==> config.mk <==
export PLATFORM = sky130hd
export DESIGN_NAME = pointer_tracking_step_controller
export DESIGN_NICKNAME = d
export VERILOG_FILES = /design/src/design/ptsc_pkg.sv /design/src/design/pointer_tracking_step_controller.sv
export SDC_FILE = /design/constraint.sdc
export NUM_CORES = 2
export LEC_CHECK = 0
export BUFFER_PORTS_ARGS = -buffer_cell sky130_fd_sc_hd__buf_2
export CORE_UTILIZATION = 49
export CTS_BUF_LIST = sky130_fd_sc_hd__clkbuf_4 sky130_fd_sc_hd__clkbuf_8 sky130_fd_sc_hd__clkbuf_16
export DETAILED_ROUTE_END_ITERATION = 10
export REMOVE_ABC_BUFFERS = 1
export SLEW_MARGIN = 5
export SYNTH_ARGS = -nofsm -noshare
export SYNTH_HDL_FRONTEND = slang
export SYNTH_SLANG_ARGS = --single-unit
==> constraint.sdc <==
create_clock -name clock -period 35.2 [get_ports clock]
set_input_delay 10.56 -clock clock [delete_from_list [all_inputs] [get_ports clock]]
set_output_delay 10.56 -clock clock [all_outputs]
set_load 0.05 [all_outputs]
==> src/design/ptsc_pkg.sv <==
package ptsc_pkg;

   // Saturation bound of the compressed difference, the knee and the slowdown range
   localparam int unsigned STEP_LIMIT = 64;
   localparam int unsigned KNEE       = 4;
   localparam int unsigned SLOW_RANGE = 4;

   localparam logic signed [7:0] MOTION_LIMIT = 8'(STEP_LIMIT);

   localparam logic [19:0] SPAN_SINGLE = 20'h80000;
   localparam logic [19:0] SPAN_DOUBLE = 20'h40000;

   // 2^32 - 2^15: remainder of this plus WRAP_GUARD is congruent to 2^32
   localparam logic [31:0] BIAS_DIVIDEND  = 32'hFFFF_8000;
   localparam logic [20:0] WRAP_GUARD     = 21'h08000;
   localparam logic [31:0] RECIP_DIVIDEND = 32'h0010_0000;

   // ceil(2^20 / z); exact floor division for 16 bit magnitudes. Zoom 0 passes through.
   localparam logic [20:0] ZOOM_RECIP [16] = '{
      21'd1048576, 21'd1048576, 21'd524288, 21'd349526,
      21'd262144,  21'd209716,  21'd174763, 21'd149797,
      21'd131072,  21'd116509,  21'd104858, 21'd95326,
      21'd87382,   21'd80660,   21'd74899,  21'd69906
   };

   typedef enum logic [2:0] {
      REG_INTEGRATION_ENABLE,
      REG_SINGLE_PAGE_MODE,
      REG_ZOOM_X,
      REG_ZOOM_Y,
      REG_VRAM_OFFSET,
      REG_BYTES_PER_LINE,
      REG_HALVED_X_MODE
   } csr_index_type;

   typedef struct packed {
      logic signed [15:0] host_x;
      logic signed [15:0] host_y;
      logic [15:0]        guest_x;
      logic [15:0]        guest_y;
      logic               guest_valid;
   } req_payload_type;

   typedef struct packed {
      logic signed [7:0] motion_x;
      logic signed [7:0] motion_y;
      logic              controlled;
   } rsp_payload_type;

endpackage

==> src/design/pointer_tracking_step_controller.sv <==
// Channel   Direction  Handshake                 Payload
// req       in         req_valid / req_ready     req_data  (req_payload_type)
// rsp       out        rsp_valid / rsp_ready     rsp_data  (rsp_payload_type)
// csr       in         csr_wr_en                 csr_index, csr_wr_data
//
// Ten register stages: one transaction per cycle while neither rsp_ready nor a geometry recompute stalls the input.
// A write to single_page_mode, vram_offset or bytes_per_line starts the geometry
// recompute on the shared serial divider: 4 divisions in sequence, with req_ready
// low while it runs. Other registers take effect at once.
// Reset (synchronous) restores register defaults and empties the pipeline.
// A stage holds only while its successor holds, so bubbles close up under a stall.
module pointer_tracking_step_controller
   import ptsc_pkg::*;
(
   input  logic            clock,
   input  logic            reset,
   input  logic            req_valid,
   output logic            req_ready,
   input  req_payload_type req_data,
   output logic            rsp_valid,
   input  logic            rsp_ready,
   output rsp_payload_type rsp_data,
   input  logic            csr_wr_en,
   input  logic [2:0]      csr_index,
   input  logic [18:0]     csr_wr_data
);

   localparam int unsigned NUM_STAGES = 10;
   localparam logic [5:0]  DIV_STEPS  = 6'd32;

   typedef enum logic [2:0] {
      CFG_IDLE,
      CFG_LINE,
      CFG_HEIGHT,
      CFG_BIAS,
      CFG_RECIP
   } cfg_state_type;

   // configuration registers
   logic        integration_enable_ff;
   logic        single_page_mode_ff;
   logic [3:0]  zoom_x_ff;
   logic [3:0]  zoom_y_ff;
   logic [18:0] vram_offset_ff;
   logic [12:0] bytes_per_line_ff;
   logic        halved_x_mode_ff;

   // geometry sequencer and divider
   cfg_state_type cfg_state_ff;
   logic [5:0]    div_cnt_ff;
   logic [19:0]   div_rem_ff;
   logic [31:0]   div_quo_ff;
   logic [19:0]   div_den_ff;
   logic [20:0]   div_trial;
   logic          div_ge;
   logic [19:0]   div_rem_in;
   logic [31:0]   div_quo_in;
   logic [31:0]   div_num_sel;
   logic [19:0]   div_den_sel;
   logic [18:0]   line_off_ff;
   logic [19:0]   height_ff;
   logic [20:0]   wrap_base_ff;
   logic [15:0]   recip_ff;
   logic          geometry_write;
   logic          busy;
   logic          wrap_on;

   // pipeline control
   logic [NUM_STAGES-1:0] valid_ff;
   logic [NUM_STAGES-1:0] stage_en;

   // stage 1
   logic        s1_active_ff, s1_sign_x_ff, s1_sign_y_ff;
   logic [15:0] s1_mag_x_ff, s1_mag_y_ff, s1_gx_ff, s1_gy_ff;
   logic [15:0] s1_mag_x_in, s1_mag_y_in;
   // stage 2
   logic        s2_active_ff, s2_sign_x_ff, s2_sign_y_ff;
   logic [35:0] s2_prod_x_ff, s2_prod_y_ff;
   logic [15:0] s2_gx_ff, s2_gy_ff;
   logic [36:0] s2_mul_x, s2_mul_y;
   // stage 3
   logic        s3_active_ff, s3_sign_x_ff;
   logic [16:0] s3_hx_ff, s3_hy_ff;
   logic [15:0] s3_half_x_ff;
   logic [19:0] s3_u_ff;
   logic [15:0] s3_gx_ff, s3_gy_ff;
   logic [15:0] s3_quo_x, s3_quo_y;
   logic [19:0] s3_zoom_mul;
   logic [20:0] s3_pos_sum, s3_neg_diff, s3_neg_wrap;
   logic [19:0] s3_u_in;
   // stage 4
   logic        s4_active_ff;
   logic [16:0] s4_x_ff, s4_hy_ff;
   logic [35:0] s4_prod_y_ff;
   logic [19:0] s4_u_ff;
   logic [15:0] s4_gx_ff, s4_gy_ff;
   logic [14:0] s4_half;
   logic [16:0] s4_x_in;
   // stage 5
   logic        s5_active_ff;
   logic [16:0] s5_x_ff, s5_hy_ff;
   logic [19:0] s5_take_ff, s5_u_ff;
   logic [15:0] s5_gx_ff, s5_gy_ff;
   logic [35:0] s5_mul;
   // stage 6
   logic        s6_active_ff;
   logic [16:0] s6_x_ff;
   logic [20:0] s6_y_ff;
   logic [15:0] s6_gx_ff, s6_gy_ff;
   logic [19:0] s6_rem, s6_mod;
   logic [20:0] s6_y_in;
   // stage 7
   logic        s7_active_ff;
   logic [20:0] s7_dx_ff, s7_dy_ff;
   // stage 8
   logic        s8_active_ff, s8_neg_x_ff, s8_neg_y_ff;
   logic [19:0] s8_mag_x_ff, s8_mag_y_ff;
   logic [20:0] s8_abs_x, s8_abs_y;
   // stage 9
   logic        s9_active_ff, s9_neg_x_ff, s9_neg_y_ff;
   logic [6:0]  s9_c_x_ff, s9_c_y_ff;
   logic [19:0] s9_knee_x, s9_knee_y;
   logic [6:0]  s9_c_x_in, s9_c_y_in;
   // stage 10
   rsp_payload_type rsp_data_ff;
   rsp_payload_type rsp_data_in;
   logic [6:0]      s10_c_x, s10_c_y;

   // ---------------------------------------------------------------- registers
   always_ff @(posedge clock) begin
      if (reset) begin
         integration_enable_ff <= 1'b0;
         single_page_mode_ff   <= 1'b1;
         zoom_x_ff             <= 4'd1;
         zoom_y_ff             <= 4'd1;
         vram_offset_ff        <= '0;
         bytes_per_line_ff     <= '0;
         halved_x_mode_ff      <= 1'b0;
      end else if (csr_wr_en) begin
         unique case (csr_index)
            REG_INTEGRATION_ENABLE: integration_enable_ff <= csr_wr_data[0];
            REG_SINGLE_PAGE_MODE:   single_page_mode_ff   <= csr_wr_data[0];
            REG_ZOOM_X:             zoom_x_ff             <= csr_wr_data[3:0];
            REG_ZOOM_Y:             zoom_y_ff             <= csr_wr_data[3:0];
            REG_VRAM_OFFSET:        vram_offset_ff        <= csr_wr_data;
            REG_BYTES_PER_LINE:     bytes_per_line_ff     <= csr_wr_data[12:0];
            REG_HALVED_X_MODE:      halved_x_mode_ff      <= csr_wr_data[0];
            default: ;
         endcase
      end
   end

   assign geometry_write = csr_wr_en && (csr_index == REG_SINGLE_PAGE_MODE ||
                                         csr_index == REG_VRAM_OFFSET ||
                                         csr_index == REG_BYTES_PER_LINE);
   assign busy    = cfg_state_ff != CFG_IDLE;
   assign wrap_on = !halved_x_mode_ff && bytes_per_line_ff != '0;

   // ------------------------------------------------------- geometry divider
   // line offset, height, 2^32 bias mod height, then 2^20 / height for the
   // per-transaction reciprocal reduction
   always_comb begin
      div_trial  = {div_rem_ff, div_quo_ff[31]};
      div_ge     = div_trial >= {1'b0, div_den_ff};
      div_rem_in = div_ge ? 20'(div_trial - {1'b0, div_den_ff}) : div_trial[19:0];
      div_quo_in = {div_quo_ff[30:0], div_ge};
      case (cfg_state_ff)
         CFG_LINE: begin
            div_num_sel = {13'd0, vram_offset_ff};
            div_den_sel = {7'd0, bytes_per_line_ff};
         end
         CFG_HEIGHT: begin
            div_num_sel = {12'd0, single_page_mode_ff ? SPAN_SINGLE : SPAN_DOUBLE};
            div_den_sel = {7'd0, bytes_per_line_ff};
         end
         CFG_BIAS: begin
            div_num_sel = BIAS_DIVIDEND;
            div_den_sel = height_ff;
         end
         default: begin
            div_num_sel = RECIP_DIVIDEND;
            div_den_sel = height_ff;
         end
      endcase
   end

   always_ff @(posedge clock) begin
      if (reset) begin
         cfg_state_ff <= CFG_IDLE;
         div_cnt_ff   <= '0;
      end else if (geometry_write) begin
         cfg_state_ff <= CFG_LINE;
         div_cnt_ff   <= '0;
      end else if (cfg_state_ff != CFG_IDLE) begin
         if (div_cnt_ff == '0) begin
            div_rem_ff <= '0;
            div_quo_ff <= div_num_sel;
            div_den_ff <= div_den_sel;
            div_cnt_ff <= 6'd1;
         end else begin
            div_rem_ff <= div_rem_in;
            div_quo_ff <= div_quo_in;
            if (div_cnt_ff == DIV_STEPS) begin
               div_cnt_ff <= '0;
               unique case (cfg_state_ff)
                  CFG_LINE: begin
                     line_off_ff  <= div_quo_in[18:0];
                     cfg_state_ff <= CFG_HEIGHT;
                  end
                  CFG_HEIGHT: begin
                     height_ff    <= div_quo_in[19:0];
                     cfg_state_ff <= CFG_BIAS;
                  end
                  CFG_BIAS: begin
                     wrap_base_ff <= {1'b0, div_rem_in} + WRAP_GUARD + {2'b0, line_off_ff};
                     cfg_state_ff <= CFG_RECIP;
                  end
                  CFG_RECIP: begin
                     recip_ff     <= div_quo_in[15:0];
                     cfg_state_ff <= CFG_IDLE;
                  end
                  default: cfg_state_ff <= CFG_IDLE;
               endcase
            end else begin
               div_cnt_ff <= div_cnt_ff + 6'd1;
            end
         end
      end
   end

   // -------------------------------------------------------- pipeline control
   always_comb begin
      stage_en[NUM_STAGES-1] = !valid_ff[NUM_STAGES-1] || rsp_ready;
      for (int i = NUM_STAGES - 2; i >= 0; i--) begin
         stage_en[i] = !valid_ff[i] || stage_en[i+1];
      end
   end

   assign req_ready = stage_en[0] && !busy;
   assign rsp_valid = valid_ff[NUM_STAGES-1];
   assign rsp_data  = rsp_data_ff;

   always_ff @(posedge clock) begin
      if (reset) begin
         valid_ff <= '0;
      end else begin
         if (stage_en[0]) begin
            valid_ff[0] <= req_valid && !busy;
         end
         for (int i = 1; i < NUM_STAGES; i++) begin
            if (stage_en[i]) begin
               valid_ff[i] <= valid_ff[i-1];
            end
         end
      end
   end

   // -------------------------------------------------------------- datapath
   always_comb begin
      // stage 1: magnitudes
      s1_mag_x_in = req_data.host_x[15] ? 16'(-req_data.host_x) : req_data.host_x;
      s1_mag_y_in = req_data.host_y[15] ? 16'(-req_data.host_y) : req_data.host_y;

      // stage 2: zoom division by reciprocal
      s2_mul_x = 37'(s1_mag_x_ff) * 37'(ZOOM_RECIP[zoom_x_ff]);
      s2_mul_y = 37'(s1_mag_y_ff) * 37'(ZOOM_RECIP[zoom_y_ff]);

      // stage 3: signed quotients, halved-mode rescale, y moved to a
      // non-negative value congruent to the 32 bit pattern
      s3_quo_x    = s2_prod_x_ff[35:20];
      s3_quo_y    = s2_prod_y_ff[35:20];
      s3_zoom_mul = 20'(s3_quo_x) * 20'(zoom_x_ff);
      s3_pos_sum  = {5'd0, s3_quo_y} + {2'd0, line_off_ff};
      s3_neg_diff = {2'd0, line_off_ff} - {5'd0, s3_quo_y};
      s3_neg_wrap = wrap_base_ff - {5'd0, s3_quo_y};
      if (!s2_sign_y_ff) begin
         s3_u_in = s3_pos_sum[19:0];
      end else if (s3_neg_diff[20]) begin
         s3_u_in = s3_neg_wrap[19:0];
      end else begin
         s3_u_in = s3_neg_diff[19:0];
      end

      // stage 4: final x
      s4_half = s3_half_x_ff[15:1];
      if (halved_x_mode_ff) begin
         s4_x_in = s3_sign_x_ff ? 17'd0 - {2'b0, s4_half} : {2'b0, s4_half};
      end else begin
         s4_x_in = s3_hx_ff;
      end

      // stage 5: quotient estimate times height
      s5_mul = 36'(s4_prod_y_ff[35:20]) * 36'(height_ff);

      // stage 6: remainder with one correction step
      s6_rem = s5_u_ff - s5_take_ff;
      s6_mod = (s6_rem >= height_ff) ? s6_rem - height_ff : s6_rem;
      s6_y_in = wrap_on ? {1'b0, s6_mod} : {{4{s5_hy_ff[16]}}, s5_hy_ff};

      // stage 8: sign and magnitude of the differences
      s8_abs_x = s7_dx_ff[20] ? 21'd0 - s7_dx_ff : s7_dx_ff;
      s8_abs_y = s7_dy_ff[20] ? 21'd0 - s7_dy_ff : s7_dy_ff;

      // stage 9: compression beyond the knee, then saturation
      s9_knee_x = 20'(KNEE) + ((s8_mag_x_ff - 20'(KNEE)) >> 2);
      s9_knee_y = 20'(KNEE) + ((s8_mag_y_ff - 20'(KNEE)) >> 2);
      if (s8_mag_x_ff <= 20'(KNEE)) begin
         s9_c_x_in = s8_mag_x_ff[6:0];
      end else if (s9_knee_x > 20'(STEP_LIMIT)) begin
         s9_c_x_in = 7'(STEP_LIMIT);
      end else begin
         s9_c_x_in = s9_knee_x[6:0];
      end
      if (s8_mag_y_ff <= 20'(KNEE)) begin
         s9_c_y_in = s8_mag_y_ff[6:0];
      end else if (s9_knee_y > 20'(STEP_LIMIT)) begin
         s9_c_y_in = 7'(STEP_LIMIT);
      end else begin
         s9_c_y_in = s9_knee_y[6:0];
      end

      // stage 10: slowdown to a unit step, negate
      s10_c_x = s9_c_x_ff;
      s10_c_y = s9_c_y_ff;
      if (halved_x_mode_ff && s9_c_x_ff != '0 && s9_c_x_ff <= 7'(SLOW_RANGE)) begin
         s10_c_x = 7'd1;
      end
      if (halved_x_mode_ff && s9_c_y_ff != '0 && s9_c_y_ff <= 7'(SLOW_RANGE)) begin
         s10_c_y = 7'd1;
      end
      rsp_data_in.controlled = s9_active_ff;
      if (!s9_active_ff) begin
         rsp_data_in.motion_x = '0;
         rsp_data_in.motion_y = '0;
      end else begin
         rsp_data_in.motion_x = s9_neg_x_ff ? {1'b0, s10_c_x} : 8'd0 - {1'b0, s10_c_x};
         rsp_data_in.motion_y = s9_neg_y_ff ? {1'b0, s10_c_y} : 8'd0 - {1'b0, s10_c_y};
      end
   end

   always_ff @(posedge clock) begin
      if (stage_en[0]) begin
         s1_active_ff <= req_data.guest_valid && integration_enable_ff;
         s1_sign_x_ff <= req_data.host_x[15];
         s1_sign_y_ff <= req_data.host_y[15];
         s1_mag_x_ff  <= s1_mag_x_in;
         s1_mag_y_ff  <= s1_mag_y_in;
         s1_gx_ff     <= req_data.guest_x;
         s1_gy_ff     <= req_data.guest_y;
      end
      if (stage_en[1]) begin
         s2_active_ff <= s1_active_ff;
         s2_sign_x_ff <= s1_sign_x_ff;
         s2_sign_y_ff <= s1_sign_y_ff;
         s2_prod_x_ff <= s2_mul_x[35:0];
         s2_prod_y_ff <= s2_mul_y[35:0];
         s2_gx_ff     <= s1_gx_ff;
         s2_gy_ff     <= s1_gy_ff;
      end
      if (stage_en[2]) begin
         s3_active_ff <= s2_active_ff;
         s3_sign_x_ff <= s2_sign_x_ff;
         s3_hx_ff     <= s2_sign_x_ff ? 17'd0 - {1'b0, s3_quo_x} : {1'b0, s3_quo_x};
         s3_hy_ff     <= s2_sign_y_ff ? 17'd0 - {1'b0, s3_quo_y} : {1'b0, s3_quo_y};
         s3_half_x_ff <= s3_zoom_mul[15:0];
         s3_u_ff      <= s3_u_in;
         s3_gx_ff     <= s2_gx_ff;
         s3_gy_ff     <= s2_gy_ff;
      end
      if (stage_en[3]) begin
         s4_active_ff <= s3_active_ff;
         s4_x_ff      <= s4_x_in;
         s4_hy_ff     <= s3_hy_ff;
         s4_prod_y_ff <= 36'(s3_u_ff) * 36'(recip_ff);
         s4_u_ff      <= s3_u_ff;
         s4_gx_ff     <= s3_gx_ff;
         s4_gy_ff     <= s3_gy_ff;
      end
      if (stage_en[4]) begin
         s5_active_ff <= s4_active_ff;
         s5_x_ff      <= s4_x_ff;
         s5_hy_ff     <= s4_hy_ff;
         s5_take_ff   <= s5_mul[19:0];
         s5_u_ff      <= s4_u_ff;
         s5_gx_ff     <= s4_gx_ff;
         s5_gy_ff     <= s4_gy_ff;
      end
      if (stage_en[5]) begin
         s6_active_ff <= s5_active_ff;
         s6_x_ff      <= s5_x_ff;
         s6_y_ff      <= s6_y_in;
         s6_gx_ff     <= s5_gx_ff;
         s6_gy_ff     <= s5_gy_ff;
      end
      if (stage_en[6]) begin
         s7_active_ff <= s6_active_ff;
         s7_dx_ff     <= {{4{s6_x_ff[16]}}, s6_x_ff} - {5'd0, s6_gx_ff};
         s7_dy_ff     <= s6_y_ff - {5'd0, s6_gy_ff};
      end
      if (stage_en[7]) begin
         s8_active_ff <= s7_active_ff;
         s8_neg_x_ff  <= s7_dx_ff[20];
         s8_neg_y_ff  <= s7_dy_ff[20];
         s8_mag_x_ff  <= s8_abs_x[19:0];
         s8_mag_y_ff  <= s8_abs_y[19:0];
      end
      if (stage_en[8]) begin
         s9_active_ff <= s8_active_ff;
         s9_neg_x_ff  <= s8_neg_x_ff;
         s9_neg_y_ff  <= s8_neg_y_ff;
         s9_c_x_ff    <= s9_c_x_in;
         s9_c_y_ff    <= s9_c_y_in;
      end
      if (stage_en[9]) begin
         rsp_data_ff  <= rsp_data_in;
      end
   end

`ifndef ASSERT_OFF
   a_geometry_write_holds_input: assert property (@(posedge clock) disable iff (reset)
      geometry_write |=> !req_ready)
      else $error("transaction accepted during geometry recompute");

   a_inactive_result_zero: assert property (@(posedge clock) disable iff (reset)
      rsp_valid && !rsp_data.controlled |->
         rsp_data.motion_x == '0 && rsp_data.motion_y == '0)
      else $error("uncontrolled result carries motion");

   a_motion_bounded: assert property (@(posedge clock) disable iff (reset)
      rsp_valid |-> rsp_data.motion_x <= MOTION_LIMIT && rsp_data.motion_x >= -MOTION_LIMIT &&
                    rsp_data.motion_y <= MOTION_LIMIT && rsp_data.motion_y >= -MOTION_LIMIT)
      else $error("motion beyond step limit");

   a_divider_count_bounded: assert property (@(posedge clock) disable iff (reset)
      !busy |=> div_cnt_ff == '0 || $past(geometry_write))
      else $error("divider running while sequencer idle");
`endif

endmodule

## After elaboration in Yosys (flattened, before gate mapping)

Memories as Yosys holds them, arrays and structs flattened.
Cells that the tools add are included.

- Register bits after elaboration: 905
- Memory bits (read-only): 672
- Input port bits: 92
- Output and inout port bits: 19
- Word-level logic and storage cells: 247
- Memories: 2

Memories:

| memory | depth | width | read ports | clocked after Yosys merged registers in | write ports | RTL line | source |
|---|---|---|---|---|---|---|---|
| (no name shown) | 16 | 21 | 1 | 0 | 0 | pointer_tracking_step_controller.sv:266 | `s2_mul_y = 37'(s1_mag_y_ff) * 37'(ZOOM_RECIP[zoom_y_ff]);` |
| (no name shown) | 16 | 21 | 1 | 0 | 0 | pointer_tracking_step_controller.sv:265 | `s2_mul_x = 37'(s1_mag_x_ff) * 37'(ZOOM_RECIP[zoom_x_ff]);` |

- $add $sub $neg: 24
- Multiply operators: 5
- Order comparisons: 10
- Equal/unequal tests: 12
- Mux-type cells: 36
- Bitwise logic cells: 6
- Reductions and logical operators: 60

Operator list:

| cell | count |
|---|---|
| 20-bit 2-to-1 mux | 8 |
| 32-bit one-hot mux with 3 select lines | 1 |
| 21-bit 2-to-1 mux | 4 |
| 16-bit by 21-bit multiplier with 36-bit output | 2 |
| 20-bit subtractor | 3 |
| 7-bit 2-to-1 mux | 8 |
| 20-bit by 3-bit <= comparator with 1-bit output (second input constant) | 2 |
| 1-bit by 20-bit subtractor with 20-bit output (first input constant) | 2 |
| 20-bit by 3-bit subtractor with 20-bit output (second input constant) | 2 |
| 3-bit by 18-bit adder with 19-bit output (first input constant) | 2 |
| 19-bit by 7-bit > comparator with 1-bit output (second input constant) | 2 |
| 20-bit by 16-bit multiplier with 36-bit output | 1 |
| 17-bit 2-to-1 mux | 2 |
| 1-bit by 16-bit subtractor with 17-bit output (first input constant) | 2 |
| 16-bit 2-to-1 mux | 2 |
| 32-bit 2-to-1 mux | 1 |
| 16-bit negation | 2 |
| 15-bit 2-to-1 mux | 2 |
| 6-bit AND reduction | 4 |
| 21-bit by 20-bit >= comparator with 1-bit output | 1 |
| 21-bit by 16-bit subtractor with 21-bit output | 1 |
| 16-bit by 19-bit adder with 20-bit output | 1 |
| 20-bit by 16-bit adder with 20-bit output (second input constant) | 1 |
| 20-bit by 19-bit adder with 20-bit output | 1 |
| 35 further kinds | 96 |

## Depth between registers and ports, before layout

- Depth in word-level cells: 12
- Depth in mapped cells: 30
- Gate-level depth less buffers: 29

## Worst setup path after synthesis

OpenSTA, ideal clock, no wires.

- Path kind: input to output
- Start: input rsp_ready
- End: output req_ready
- Arrival: 16.099 ns
- Required time: 24.640 ns
- Setup slack: 8.541 ns
- Stages on the path: 7
- Buffers on the path: 1
- Cells stage by stage: nor2b_1 -> and2_1 -> and3_1 -> clkbuf_1 -> nand4_1 -> nor2_1 -> a31oi_1

- Longest elaborated chain between the ends: 11

RTL lines:

| item | RTL line | source |
|---|---|---|
| start, declared | pointer_tracking_step_controller.sv:21 | `input logic rsp_ready,` |
| 1-bit logical OR | pointer_tracking_step_controller.sv:233 | `stage_en[NUM_STAGES-1] = !valid_ff[NUM_STAGES-1] \|\| rsp_ready;` |
| 1-bit logical OR (6 in a row) | pointer_tracking_step_controller.sv:235 | `stage_en[i] = !valid_ff[i] \|\| stage_en[i+1];` |
| named net stage_en[3] | pointer_tracking_step_controller.sv:70 | `logic [NUM_STAGES-1:0] stage_en;` |
| 1-bit logical OR (3 in a row) | pointer_tracking_step_controller.sv:235 |  |
| 1-bit logical AND | pointer_tracking_step_controller.sv:239 | `assign req_ready = stage_en[0] && !busy;` |
| end, declared | pointer_tracking_step_controller.sv:18 | `output logic req_ready,` |

The timed path passes the listed nets, and every way through them passes these cells.

## Worst setup path after layout

Ends and elaborated chain as after synthesis.

==> qor.csv <==
metric,value,unit
status,"complete, no violations",
cts_tree,yes,
finalHoldViolCount,0,
crit_start,rsp_ready,
dp_hpwl,144.9,mm
cts_setup_buffers,0,
place_congestion,0.8926,
wire_per_inst,19.65,µm
synth_top_area_share,0.3031,
synth_cells,7574,
cp-end-kind,primary output,
cp_data_required_time,24640,ps
ys_seq_area_frac,0.3192,
grt_overflow,0,
dr_total_vias,52530,
post_cts_resize_count,0,
globalRouteTotalUtil,0.2455,
die_h,399.6,µm
wl,190.5,mm
clk_pin_slew,60,ps
synth_common_cells,"inv_1 (1,278), nand2_1 (1,080), fa_1 (941)",
timing.setup.critical_path_class,primary input to primary output,
start_kind,primary input,
dr_wl_met3,8.840,mm
synth_warnings,0,
synth_top_family_by_area,adder cells,
top_layer,met5,
hold_depth,0,
clockBufferDepth,3,
grt_pass1_vias,54570,
synth_top_cell_by_area,edfxtp_1,
crit_fanout,48,
rows,145,
syn_area,0.07746,mm²
grt_setup_unrepaired,false,
cts_buffers,93,
critPathArrivalTime,13630,ps
synthFlopType,edfxtp_1,
hold_path.class,flop to flop,
synth-seq-cells,844,
synthTopCellsByArea,"edfxtp_1 (30%), fa_1 (24%), ha_1 (9.5%)",
via_per_inst,5.420,
met2WireLength,93.08,mm
synth-simple-area-share,0.1425,
drv_slew,0,
avgSynthCellArea,10.23,µm²
drtIter0Drc,3409,
skew,63.60,ps
drtPass1Iterations,5,
grt_pass1_wl,302.9,mm
htree_levels,3,
grt_max_degree,76,
drive_gt1_frac,0.05542,
synth_mux_area_frac,0.006089,
core_area,0.1566,mm²
setup-tns-final,0,ps
start_util,0.4948,
nNetsFinal,9181,
chipWidth,399.6,µm
max-cap-violations,0,
synthAdderAreaFrac,0.3386,
post-route-min-period,24190,ps
port_buffers,110,
drc,0,
synth_most_common_cell,inv_1,
die_area,0.1597,mm²
drt-met1-wl,80.97,mm
synth_compound_area_frac,0.07700,
finalSetupViolCount,0,
slew_headroom,0.2182,
clkLatencyLatePin,730,ps
synth-xor-area-share,0.04048,
synth_cell_types,88,
area_growth_syn_to_layout,7.517,%
synthArstFlopShare,0,
antenna_found_initial,6,
synth-edff-count,782,
worst_slew_pin_slew,1173,ps
postRouteAntennaNets,0,
cts-root-buf,clkbuf_16,
fmax,41.34,MHz
ctsHoldBuffers,0,
clkSinkCount,844,
fillCellCount,13960,
r2r_start,zoom_x_ff[0],
min_from,s5_x_ff[2],
reg2regPathDepth,25,
timing.final.crit_share,0.6872,
io_pins,111,
[state kept, by name, indices dropped and copies added (netlist names), 18 cells and up]
register	cells
s8_mag_y_ff	20
s8_mag_x_ff	20
s5_u_ff	20
s4_u_ff	20
div_quo_ff	32
wrap_base_ff	20
s7_dx_ff	18
s3_u_ff	20
s7_dy_ff	21
div_den_ff	20
line_off_ff	19
vram_offset_ff	19
s5_take_ff	20
height_ff	20
s6_y_ff	21
div_rem_ff	20
[final timing paths]
path | slack (ps) | end
setup / recovery | 11010 | req_ready
hold / removal | 390 | s6_x_ff[2]
setup reg to reg | 26170 | s2_prod_x_ff[35]
hold reg to reg | 390 | s6_x_ff[2]
[cells by family (layout without fill, tap and decap cells)]
family                   after synthesis  count (layout)
XOR/XNOR                             358             358
buffers and inverters               1569            1626
flip-flops                           844             844
other                                  1               5
AND/OR/NAND/NOR                     2314            2314
multiplexers                          42              42
AO/OA/AOI/OAI                        914             914
adder cells (fa/ha/maj)             1532            1532
[cell type report]
cell class | count | area [µm²] | area share
clock buffers | 118 | 2557 | 0.03071
inverters | 1278 | 4800 | 0.05763
multi-input cells | 5162 | 47000 | 0.5643
repair buffers | 178 | 1061 | 0.01274
clock inverters | 52 | 559.3 | 0.006715
well taps | 2058 | 2575 | 0.03092
flip-flops and latches | 844 | 24730 | 0.2969
diodes | 3 | 7.507 | 0.00009014
[layout by cell type (no fill, tap or decap), drive strengths merged, types with 53 or more instances in the layout]
cell type  count
and2         481
xor2          94
buf          178
o21ai        209
fa           941
nor2         268
xnor2        264
nand3         74
a21oi        245
a21o          79
edfxtp       782
inv         1284
nor2b         54
nand2b        61
nand2       1080
clkbuf       118
or3           53
nor3          89
ha           591
dfxtp         62
[stage by stage]
stage / setup slack (ps) / utilization / hold WS (ps) / instances / instance area (µm²)
3_5_place_dp: 10880 / 0.5120 / 404.5 / 9520 / 80160
2_1_floorplan: 8631 / - / 400.3 / 7284 / 76370
4_1_cts: 10870 / 0.5319 / 381.3 / 9690 / 83280
3_3_place_gp: 10930 / 0.5120 / 400.5 / 9520 / 80160
5_1_grt: 10780 / 0.5319 / 396.3 / 9690 / 83280
6_report: 11010 / 0.5320 / 386.9 / 9693 / 83290
[metal layers]
layer,vias to the layer above,global-route usage
li1,24500,-
met4,4,0.09160
met2,1275,0.4198
met1,26420,0.3192
met5,-,0
met3,336,0.02936
[worst max-delay path, stage by stage]
cell and delay (ps):
buf_2 100, nor2b_1 190, and2_1 320, and3_1 400, nand4_1 170, buf_4 360, nor2_1 910, a31oi_1 290
buf_2 290
Power is not shown: default switching activity piles up to over one toggle a cycle in this logic, so the estimate is an artifact.
